**src/rtl/core/mul_div_register_unit_core_defines.svh**
```systemverilog
// Assertion macros shared by the multiply/divide unit
`ifndef MUL_DIV_REGISTER_UNIT_CORE_DEFINES_SVH
`define MUL_DIV_REGISTER_UNIT_CORE_DEFINES_SVH

// same-cycle implication, checked outside reset
`define MDRU_ASSERT_SAME(label, clk, rst_n, cond, cons, msg) \
    label: assert property (@(posedge clk) disable iff (!rst_n) (cond) |-> (cons)) \
        else $error(msg);

// next-cycle implication, checked outside reset
`define MDRU_ASSERT_NEXT(label, clk, rst_n, cond, cons, msg) \
    label: assert property (@(posedge clk) disable iff (!rst_n) (cond) |=> (cons)) \
        else $error(msg);

`endif

```
**src/rtl/core/mdru_pkg.sv**
```systemverilog
package mdru_pkg;

    // register window offsets
    localparam logic [4:0] OFS_MUL_A      = 5'h02;
    localparam logic [4:0] OFS_MUL_B      = 5'h03;
    localparam logic [4:0] OFS_DIVIDEND_L = 5'h04;
    localparam logic [4:0] OFS_DIVIDEND_H = 5'h05;
    localparam logic [4:0] OFS_DIVISOR    = 5'h06;
    localparam logic [4:0] OFS_QUOT_L     = 5'h14;
    localparam logic [4:0] OFS_QUOT_H     = 5'h15;
    localparam logic [4:0] OFS_PR_L       = 5'h16;
    localparam logic [4:0] OFS_PR_H       = 5'h17;

    // access kinds
    localparam logic KIND_READ  = 1'b0;
    localparam logic KIND_WRITE = 1'b1;

    // divide-by-zero quotient
    localparam logic [15:0] QUOT_DIV_ZERO = 16'hFFFF;

    // one quotient bit per step
    localparam int DIV_STEPS = 16;
    localparam int CNT_W     = $clog2(DIV_STEPS);
    localparam logic [CNT_W-1:0] CNT_LAST = CNT_W'(DIV_STEPS - 1);

    typedef enum logic [0:0] {
        ST_IDLE,
        ST_DIV
    } t_state;

    // controller to datapath
    typedef struct packed {
        logic accept;    // input transfer this cycle
        logic div_step;  // one restoring divide iteration
    } t_dp_cmd;

    // datapath to controller
    typedef struct packed {
        logic div_start; // current input is a write of a nonzero divisor
    } t_dp_status;

endpackage

```
**src/rtl/core/mdru_datapath.sv**
```systemverilog
module mdru_datapath (
    input  logic                i_clk,
    input  logic                i_rst_n,
    input  mdru_pkg::t_dp_cmd   i_cmd,
    output mdru_pkg::t_dp_status o_status,
    input  logic                i_kind,
    input  logic [4:0]          i_register_offset,
    input  logic [7:0]          i_write_data,
    output logic [7:0]          o_read_data
);
    import mdru_pkg::*;

    logic [7:0]  r_mul_a;
    logic [15:0] r_dividend;
    logic [7:0]  r_divisor;
    logic [15:0] r_quotient;
    logic [15:0] r_prod_rem;
    logic [7:0]  r_rem;
    logic [7:0]  r_read_data;

    logic [7:0]  n_read_data;
    logic [8:0]  div_trial;
    logic        div_fits;
    logic [7:0]  n_rem;
    logic        is_write;

    assign is_write = (i_kind == KIND_WRITE);
    assign o_status.div_start = is_write && (i_register_offset == OFS_DIVISOR)
                                && (i_write_data != 8'd0);

    // restoring divide: shift the next dividend bit into the partial remainder
    assign div_trial = {r_rem, r_quotient[15]};
    assign div_fits  = (div_trial >= {1'b0, r_divisor});
    assign n_rem     = div_fits ? 8'(div_trial - {1'b0, r_divisor}) : div_trial[7:0];

    // read mux; writes return zero
    always_comb begin
        n_read_data = 8'd0;
        if (!is_write) begin
            case (i_register_offset)
                OFS_QUOT_L: n_read_data = r_quotient[7:0];
                OFS_QUOT_H: n_read_data = r_quotient[15:8];
                OFS_PR_L:   n_read_data = r_prod_rem[7:0];
                OFS_PR_H:   n_read_data = r_prod_rem[15:8];
                default:    n_read_data = 8'd0;
            endcase
        end
    end

    // architectural registers and divider
    always_ff @(posedge i_clk) begin
        if (!i_rst_n) begin
            r_mul_a    <= '0;
            r_dividend <= '0;
            r_divisor  <= '0;
            r_quotient <= '0;
            r_prod_rem <= '0;
            r_rem      <= '0;
        end else if (i_cmd.div_step) begin
            r_quotient <= {r_quotient[14:0], div_fits};
            r_rem      <= n_rem;
            r_prod_rem <= {8'd0, n_rem};
        end else if (i_cmd.accept && is_write) begin
            case (i_register_offset)
                OFS_MUL_A: r_mul_a <= i_write_data;
                OFS_MUL_B: begin
                    // multiplier is consumed at once, only the product is kept
                    r_prod_rem <= {8'd0, r_mul_a} * {8'd0, i_write_data};
                end
                OFS_DIVIDEND_L: r_dividend[7:0]  <= i_write_data;
                OFS_DIVIDEND_H: r_dividend[15:8] <= i_write_data;
                OFS_DIVISOR: begin
                    r_divisor <= i_write_data;
                    r_rem     <= '0;
                    if (i_write_data == 8'd0) begin
                        r_quotient <= QUOT_DIV_ZERO;
                        r_prod_rem <= r_dividend;
                    end else begin
                        // quotient register doubles as the dividend shifter
                        r_quotient <= r_dividend;
                    end
                end
                default: ;
            endcase
        end
    end

    // output data register
    always_ff @(posedge i_clk) begin
        if (i_cmd.accept) begin
            r_read_data <= n_read_data;
        end
    end

    assign o_read_data = r_read_data;

endmodule

```
**src/rtl/core/mdru_ctrl.sv**
```systemverilog
module mdru_ctrl (
    input  logic                 i_clk,
    input  logic                 i_rst_n,
    input  logic                 i_valid,
    output logic                 o_ready,
    output logic                 o_valid,
    input  logic                 i_ready,
    input  mdru_pkg::t_dp_status i_status,
    output mdru_pkg::t_dp_cmd    o_cmd
);
    import mdru_pkg::*;

    t_state            r_state;
    t_state            n_state;
    logic [CNT_W-1:0]  r_cnt;
    logic [CNT_W-1:0]  n_cnt;
    logic              r_out_valid;
    logic              n_out_valid;
    logic              accept;

    // state register
    always_ff @(posedge i_clk) begin
        if (!i_rst_n) begin
            r_state     <= ST_IDLE;
            r_cnt       <= '0;
            r_out_valid <= 1'b0;
        end else begin
            r_state     <= n_state;
            r_cnt       <= n_cnt;
            r_out_valid <= n_out_valid;
        end
    end

    // input ready only when idle and the result slot is free or draining
    assign o_ready = (r_state == ST_IDLE) && (!r_out_valid || i_ready);
    assign accept  = i_valid && o_ready;

    // next state and commands
    always_comb begin
        n_state      = r_state;
        n_cnt        = r_cnt;
        o_cmd.accept   = 1'b0;
        o_cmd.div_step = 1'b0;
        case (r_state)
            ST_IDLE: begin
                o_cmd.accept = accept;
                if (accept && i_status.div_start) begin
                    n_state = ST_DIV;
                    n_cnt   = '0;
                end
            end
            ST_DIV: begin
                o_cmd.div_step = 1'b1;
                n_cnt          = r_cnt + CNT_W'(1);
                if (r_cnt == CNT_LAST) begin
                    n_state = ST_IDLE;
                end
            end
            default: n_state = ST_IDLE;
        endcase
    end

    // result valid: set on input transfer, cleared on output transfer
    always_comb begin
        n_out_valid = r_out_valid;
        if (accept) begin
            n_out_valid = 1'b1;
        end else if (i_ready) begin
            n_out_valid = 1'b0;
        end
    end

    assign o_valid = r_out_valid;

endmodule

```
**src/rtl/core/mul_div_register_unit_core.sv**
```systemverilog
// Channel   Handshake           Payload
// input     i_valid / o_ready   i_kind, i_register_offset, i_write_data
// output    o_valid / i_ready   o_read_data
//
// Reads and most writes register their result at the accept, and the next
// access may be accepted as the result is taken. A write of a nonzero divisor
// then busies the unit for 16 steps of a restoring divider that produces one
// quotient bit per cycle. Multiply forms the 8x8 product as B is written.
// Synchronous active-low reset clears all registers but the read data register to zero.
// A stalled output holds the result and blocks the next input.
module mul_div_register_unit_core (
    input  logic       i_clk,
    input  logic       i_rst_n,
    input  logic       i_valid,
    output logic       o_ready,
    input  logic       i_kind,
    input  logic [4:0] i_register_offset,
    input  logic [7:0] i_write_data,
    output logic       o_valid,
    input  logic       i_ready,
    output logic [7:0] o_read_data
);
    import mdru_pkg::*;

    t_dp_cmd    dp_cmd;
    t_dp_status dp_status;

    mdru_ctrl u_ctrl (
        .i_clk    (i_clk),
        .i_rst_n  (i_rst_n),
        .i_valid  (i_valid),
        .o_ready  (o_ready),
        .o_valid  (o_valid),
        .i_ready  (i_ready),
        .i_status (dp_status),
        .o_cmd    (dp_cmd)
    );

    mdru_datapath u_datapath (
        .i_clk             (i_clk),
        .i_rst_n           (i_rst_n),
        .i_cmd             (dp_cmd),
        .o_status          (dp_status),
        .i_kind            (i_kind),
        .i_register_offset (i_register_offset),
        .i_write_data      (i_write_data),
        .o_read_data       (o_read_data)
    );

    // checks
`include "mul_div_register_unit_core_defines.svh"

    `MDRU_ASSERT_SAME(a_no_ready_in_div, i_clk, i_rst_n, dp_cmd.div_step, !o_ready, "ready during divide")
    `MDRU_ASSERT_NEXT(a_div_start_busy, i_clk, i_rst_n, i_valid && o_ready && dp_status.div_start, dp_cmd.div_step && !o_ready, "divide did not start")
    `MDRU_ASSERT_NEXT(a_accept_gives_result, i_clk, i_rst_n, i_valid && o_ready, o_valid, "no result after transfer")
    `MDRU_ASSERT_SAME(a_no_step_on_accept, i_clk, i_rst_n, dp_cmd.accept, !dp_cmd.div_step, "step during transfer")

endmodule

```
**config.mk**
```make
export PLATFORM = sky130hd
export DESIGN_NAME = mul_div_register_unit_core
export DESIGN_NICKNAME = d
export VERILOG_FILES = /design/src/rtl/core/mdru_pkg.sv /design/src/rtl/core/mdru_datapath.sv /design/src/rtl/core/mdru_ctrl.sv /design/src/rtl/core/mul_div_register_unit_core.sv
export VERILOG_INCLUDE_DIRS = /design/src /design/src/rtl/core
export SDC_FILE = /design/constraint.sdc
export NUM_CORES = 1
export LEC_CHECK = 0
export ABC_AREA = 1
export BUFFER_PORTS_ARGS = -buffer_cell sky130_fd_sc_hd__buf_2
export CAP_MARGIN = 10
export CORE_AREA = 4 4 140 109
export DETAILED_ROUTE_END_ITERATION = 16
export DIE_AREA = 0 0 144 113
export HOLD_SLACK_MARGIN = 0.02
export PLACE_DENSITY = 0.65
export SLEW_MARGIN = 20
export SYNTH_ARGS = -nofsm -noshare
export SYNTH_HDL_FRONTEND = slang
export SYNTH_SLANG_ARGS = --single-unit
```
**constraint.sdc**
```tcl
create_clock -name i_clk -period 8.3 [get_ports i_clk]
set_input_delay 1.245 -clock i_clk [delete_from_list [all_inputs] [get_ports i_clk]]
set_output_delay 1.245 -clock i_clk [all_outputs]
set_load 0.005 [all_outputs]
```
# Yosys cells after proc, flatten, opt, wreduce, memory -nomap -nowiden
# Index checks and enable logic that the tools add are counted.
# Widths: inputs -> output; s select.
# totals
in_bits	18
output_inout_bits	10
register_bits	86
# classes
bitwise_logic	3
addsub	2
mux	22
n_eq_ne	13
multipliers	1
reduce_logical	23
magnitude_cmp	1
# op_table
operator	n
$mux 16	5
$mux 8	6
$pmux 16 s2	1
$pmux 8 s4	1
$eq 5x5->1 const B	4
$reduce_and 3->1	6
$mul 8x8->16	1
$eq 5x3->1 const B	3
$eq 5x2->1 const B	2
$ge 9x8->1	1
$logic_not 8->1	1
$pmux 4 s2	1
$reduce_bool 2->1	4
$reduce_bool 8->1	1
$sub 8x8->8	1
$logic_and 1x1->1	6
$mux 1	6
$add 4x1->4 const B	1
$eq 4x4->1 const B	1
$mux 4	1
$ne 2x2->1 const B	2
$ne 3x3->1 const B	1
$not 1->1	3
$reduce_bool 3->1	1
other kinds (5)	5

# Logic depth before layout (Yosys ltp)
# depth
ltp_word	8
depth_mapped	22
mapped_depth_nobuf	21

# Hierarchy
# Synthesis repeated with hierarchy kept, for this count alone.
# hier_totals
hier_cells	977
area_unflattened_um2	6676.4
# modules_own_cells
module	n_inst	area_per_inst_um2	cells_each
mdru_datapath	1	6384.9	937
mdru_ctrl	1	291.5	40

# Least setup slack after synthesis
# Ideal clock, no wire load.
# synth_timing
path_type	input port to flip-flop
from	input port i_write_data[7]
to	register u_datapath.r_prod_rem[8]
slack_ps	3347
setup_ps	109
t_arrival_ps	4845
path_stages	19
cell_sequence	clkbuf_1 -> nand2_1 -> fa_1 -> fa_1 -> inv_1 -> fa_1 -> inv_1 -> fa_1 -> inv_1 -> ha_1 -> nand2_1 -> inv_1 -> nand2_1 -> nand2_1 -> or2_2 -> nand3_1 -> nand2_1 -> nand2_1 -> inv_1
# synth_via
elab_chain_len	3
word_cells_on_any_way	5
cone_classes	1 x mul; 1 x eq/ne; 1 x mux; 2 x reduce/logical
# synth_lines
item	line	rtl
from (decl)	mul_div_register_unit_core.sv:18	input logic [7:0] i_write_data,
parallel branches: the longest is 3 deep, another holds $mul 8x8->16	-	
to (signal assigned)	mdru_datapath.sv:62	r_prod_rem <= {8'd0, n_rem};
to (signal assigned)	mdru_datapath.sv:68	r_prod_rem <= {8'd0, r_mul_a} * {8'd0, i_write_data};
to (signal assigned)	mdru_datapath.sv:77	r_prod_rem <= r_dividend;
to (decl)	mdru_datapath.sv:17	logic [15:0] r_prod_rem;
# Several ways; the timed one is not identified.
# A chain may end at the register's enable or synchronous reset.

# Final worst setup path
# layout_timing
from	input port i_write_data[5]
to	register u_datapath.r_prod_rem[10]
# The elaborated chain is that of the path after synthesis.

==> metrics.txt <==
layout cell share with drive strength beyond 1 0.102; status complete, no violations; sequential area share after synthesis 0.265; CTS tree done; Post-DRT Antenna Nets 0; FMAX 0.210 GHz; Async SR Flop Fraction 0; Antenna Cells 0; fin area approximately 7200 µm²; syn avg cell area around 7 µm²; RSZ-0062 raised after global routing false; I/O pin total 28; Post-synth EDFFs 8; Core Rows 38; Worst R2R Start u_datapath.r_mul_a[0]; CP Capture Type flop; clk_skew approximately 0.0079 ns; final worst slack ~3.5 ns; Worst EP arrival about 5 ns; clock period minus worst slack 4.77 ns; TritonCTS buffer count 9; ys flop type dfxtp_1; worst reg-to-reg setup slack 4.11 ns; hpwl dp 13.1 mm; Hold Crit Class reg2reg; Skew-Pair Late Insertion Delay 0.34 ns; Congestion Overflow GR 0; number of global-route vias before repair roughly 5500; number of post-CTS setup repair buffers 0; Routed WL per cell approximately 15 µm; final hold violation count 0; post_cts resized 0; hold buffers post-CTS 0; Synth Area in Simple Gates 0.242; Worst-path clk slew 0.06 ns; Slew Limit Headroom 0.389; Lkg Pwr around 3.9 nW; leading area contributor after synthesis dfxtp_1; top-count cell post-synth inv_1; largest cells by area after synthesis dfxtp_1, inv_1, fa_1; post-synthesis mux area share 0; initial core utilization 0.485; largest net degree at the start of global routing around 60; setup tns final 0 ns; routed vias 5912; max-cap violations 0; XOR/XNOR share of the synthesized area 0.00515; DP Area 6950 µm²; Synth cell types 42; area grow syn2layout 6.57%; final setup fails 0; Mapped Cells 962; Synth Warn # 0; final wirelength 16.8 mm; worst hold slack ~0.47 ns; Reg2Reg Depth 17; Post-synth top cells inv_1, nand2_1, nor2_1; placed insts about 1100; Mapped Area between 6000 and 7000 µm²; Via density roughly 5.2; first-pass GRT wire length between 20 and 30 mm; Slew Viols, Final 0; core region area between 10000 and 15000 µm²; hold depth 1; clock sink total between 80 and 90; DRT Pass-1 Iters 5; GRT Resource Usage Total 0.219; fillers roughly 1400; Hold Path End u_ctrl.r_state; port bufs 27; die width 144 µm; power density over the cells roughly 120 nW/µm²; Compound-Gate Fraction of Synth Area 0.147; Finished Layout Cells 1146; CP Class in2reg; gpl congestion about 0.86; Yosys reg bits between 80 and 90; worst r2r dst u_datapath.r_prod_rem[10]; Slew @ Worst Pin 0.916 ns; CP Data Required Time between 8 and 9 ns; Max clock buf depth 2; largest family of logic cells by synthesized area simple AND/OR/NAND/NOR gates; multi-input logic area around 4000 µm²; period utilization 0.575; Synthesized Nets about 1100; CP Max Fanout 13; chip height ~110 µm; Final #Nets 1061; Max rail drop VDD around 0.11 mV; initial antenna violation count 0; post-place setup slack ~3.2 ns; # DRC 0; storage element area around 1800 µm²; area of the die about 16000 µm²; root buf cell clkbuf_16; crit start category primary input; H-Tree Depth 3; Synth Area in Adders 0.192; post-synth top area share 0.230; drt first-iter violations 641; hold_sp u_ctrl.r_cnt[3]
[kinds of logic (layout without fill, tap and decap cells)]
kind of cell,after synthesis,count (layout)
flops,86,86
buf+inv,251,255
compound gates,168,168
simple gates,371,371
fa+ha+maj,82,82
xor+xnor,4,4
[critical path: stages]
cell     delay, ns
buf_2         0.26
nand2_1       0.11
fa_1          0.47
fa_1          0.56
inv_1         0.06
fa_1          0.54
inv_1         0.06
fa_1          0.54
inv_1         0.05
ha_1          0.34
nand2_1       0.08
nand2_1       0.07
nand2_1       0.08
nand2_1       0.07
a21oi_1       0.16
nor2_1        0.07
o21ai_1       0.17
a21oi_2       0.06
[metrics by stage]
stage	power (mW)	util
2_1_floorplan	0.482	-
3_3_place_gp	0.503	0.496
3_5_place_dp	0.504	0.496
4_1_cts	0.908	0.517
5_1_grt	0.936	0.517
6_report	0.900	0.517
[final cells by class]
type / instances / area share
flip-flops and latches: 86 / 0.249
clock buffers: 9 / 0.0311
well taps: 180 / 0.0311
clock inverters: 7 / 0.00967
multi-input cells: 625 / 0.550
repair buffers: 28 / 0.0197
inverters: 211 / 0.110
[worst max-delay path by stage]
stage | start | end | cells past startpoint
2_1_floorplan | i_write_data[7] | u_datapath.r_prod_rem[8] | 19
3_3_place_gp | i_write_data[5] | u_datapath.r_prod_rem[13] | 20
3_5_place_dp | i_write_data[6] | u_datapath.r_prod_rem[13] | 17
4_1_cts | i_write_data[6] | u_datapath.r_prod_rem[13] | 17
5_1_grt | i_write_data[5] | u_datapath.r_prod_rem[15] | 20
6_report | i_write_data[5] | u_datapath.r_prod_rem[10] | 18
[state kept, by name (all words and copies together) (netlist names)]
register and cells:
u_datapath.o_read_data 8, u_datapath.r_prod_rem 16, u_datapath.r_divisor 8, u_datapath.r_mul_a 8, u_ctrl.o_valid 1, u_ctrl.r_state 1, u_datapath.r_quotient 16, u_ctrl.r_cnt 4
u_datapath.r_dividend 16, u_datapath.r_rem 8
[report_power, final]
part,leakage (nW),switching (mW),internal (mW),total (mW)
Combinational,3.03,0.0485,0.0197,0.0682
Clock,0.151,0.170,0.235,0.404
Sequential,0.710,0.00323,0.424,0.427
Total,3.89,0.222,0.678,0.900
[metal layers]
layer / vias to the layer above / share of wire / wire length [µm] / global-route usage
met4: 0 / 0.0078 / 131 / 0.0364
li1: 2999 / - / - / -
met5: - / 0 / 0 / 0
met3: 14 / 0.060 / 1010 / 0.0325
met1: 2749 / 0.52 / 8750 / 0.357
met2: 150 / 0.41 / 6940 / 0.305
[layout by cell type, fill, tap and decap left out, types with 3 or more instances in the layout]
cell type	netlist	layout
nor2_2	6	6
a21oi_2	4	4
nand3_1	45	45
clkbuf_16	0	9
o21ai_0	48	48
a211oi_2	15	15
o21ai_1	22	22
inv_2	11	11
inv_1	198	198
fa_1	37	37
buf_2	6	27
o22ai_1	16	16
edfxtp_1	8	8
nand3b_1	7	7
a21oi_1	58	58
nor2_4	4	4
nor3_1	4	4
ha_1	45	45
nand2_4	3	3
nand2_2	3	3
dfxtp_1	78	78
nand2_1	192	192
inv_4	1	3
nand4_1	7	7
nor2_1	92	92
Note: power is estimated with default switching activity, not from simulation.
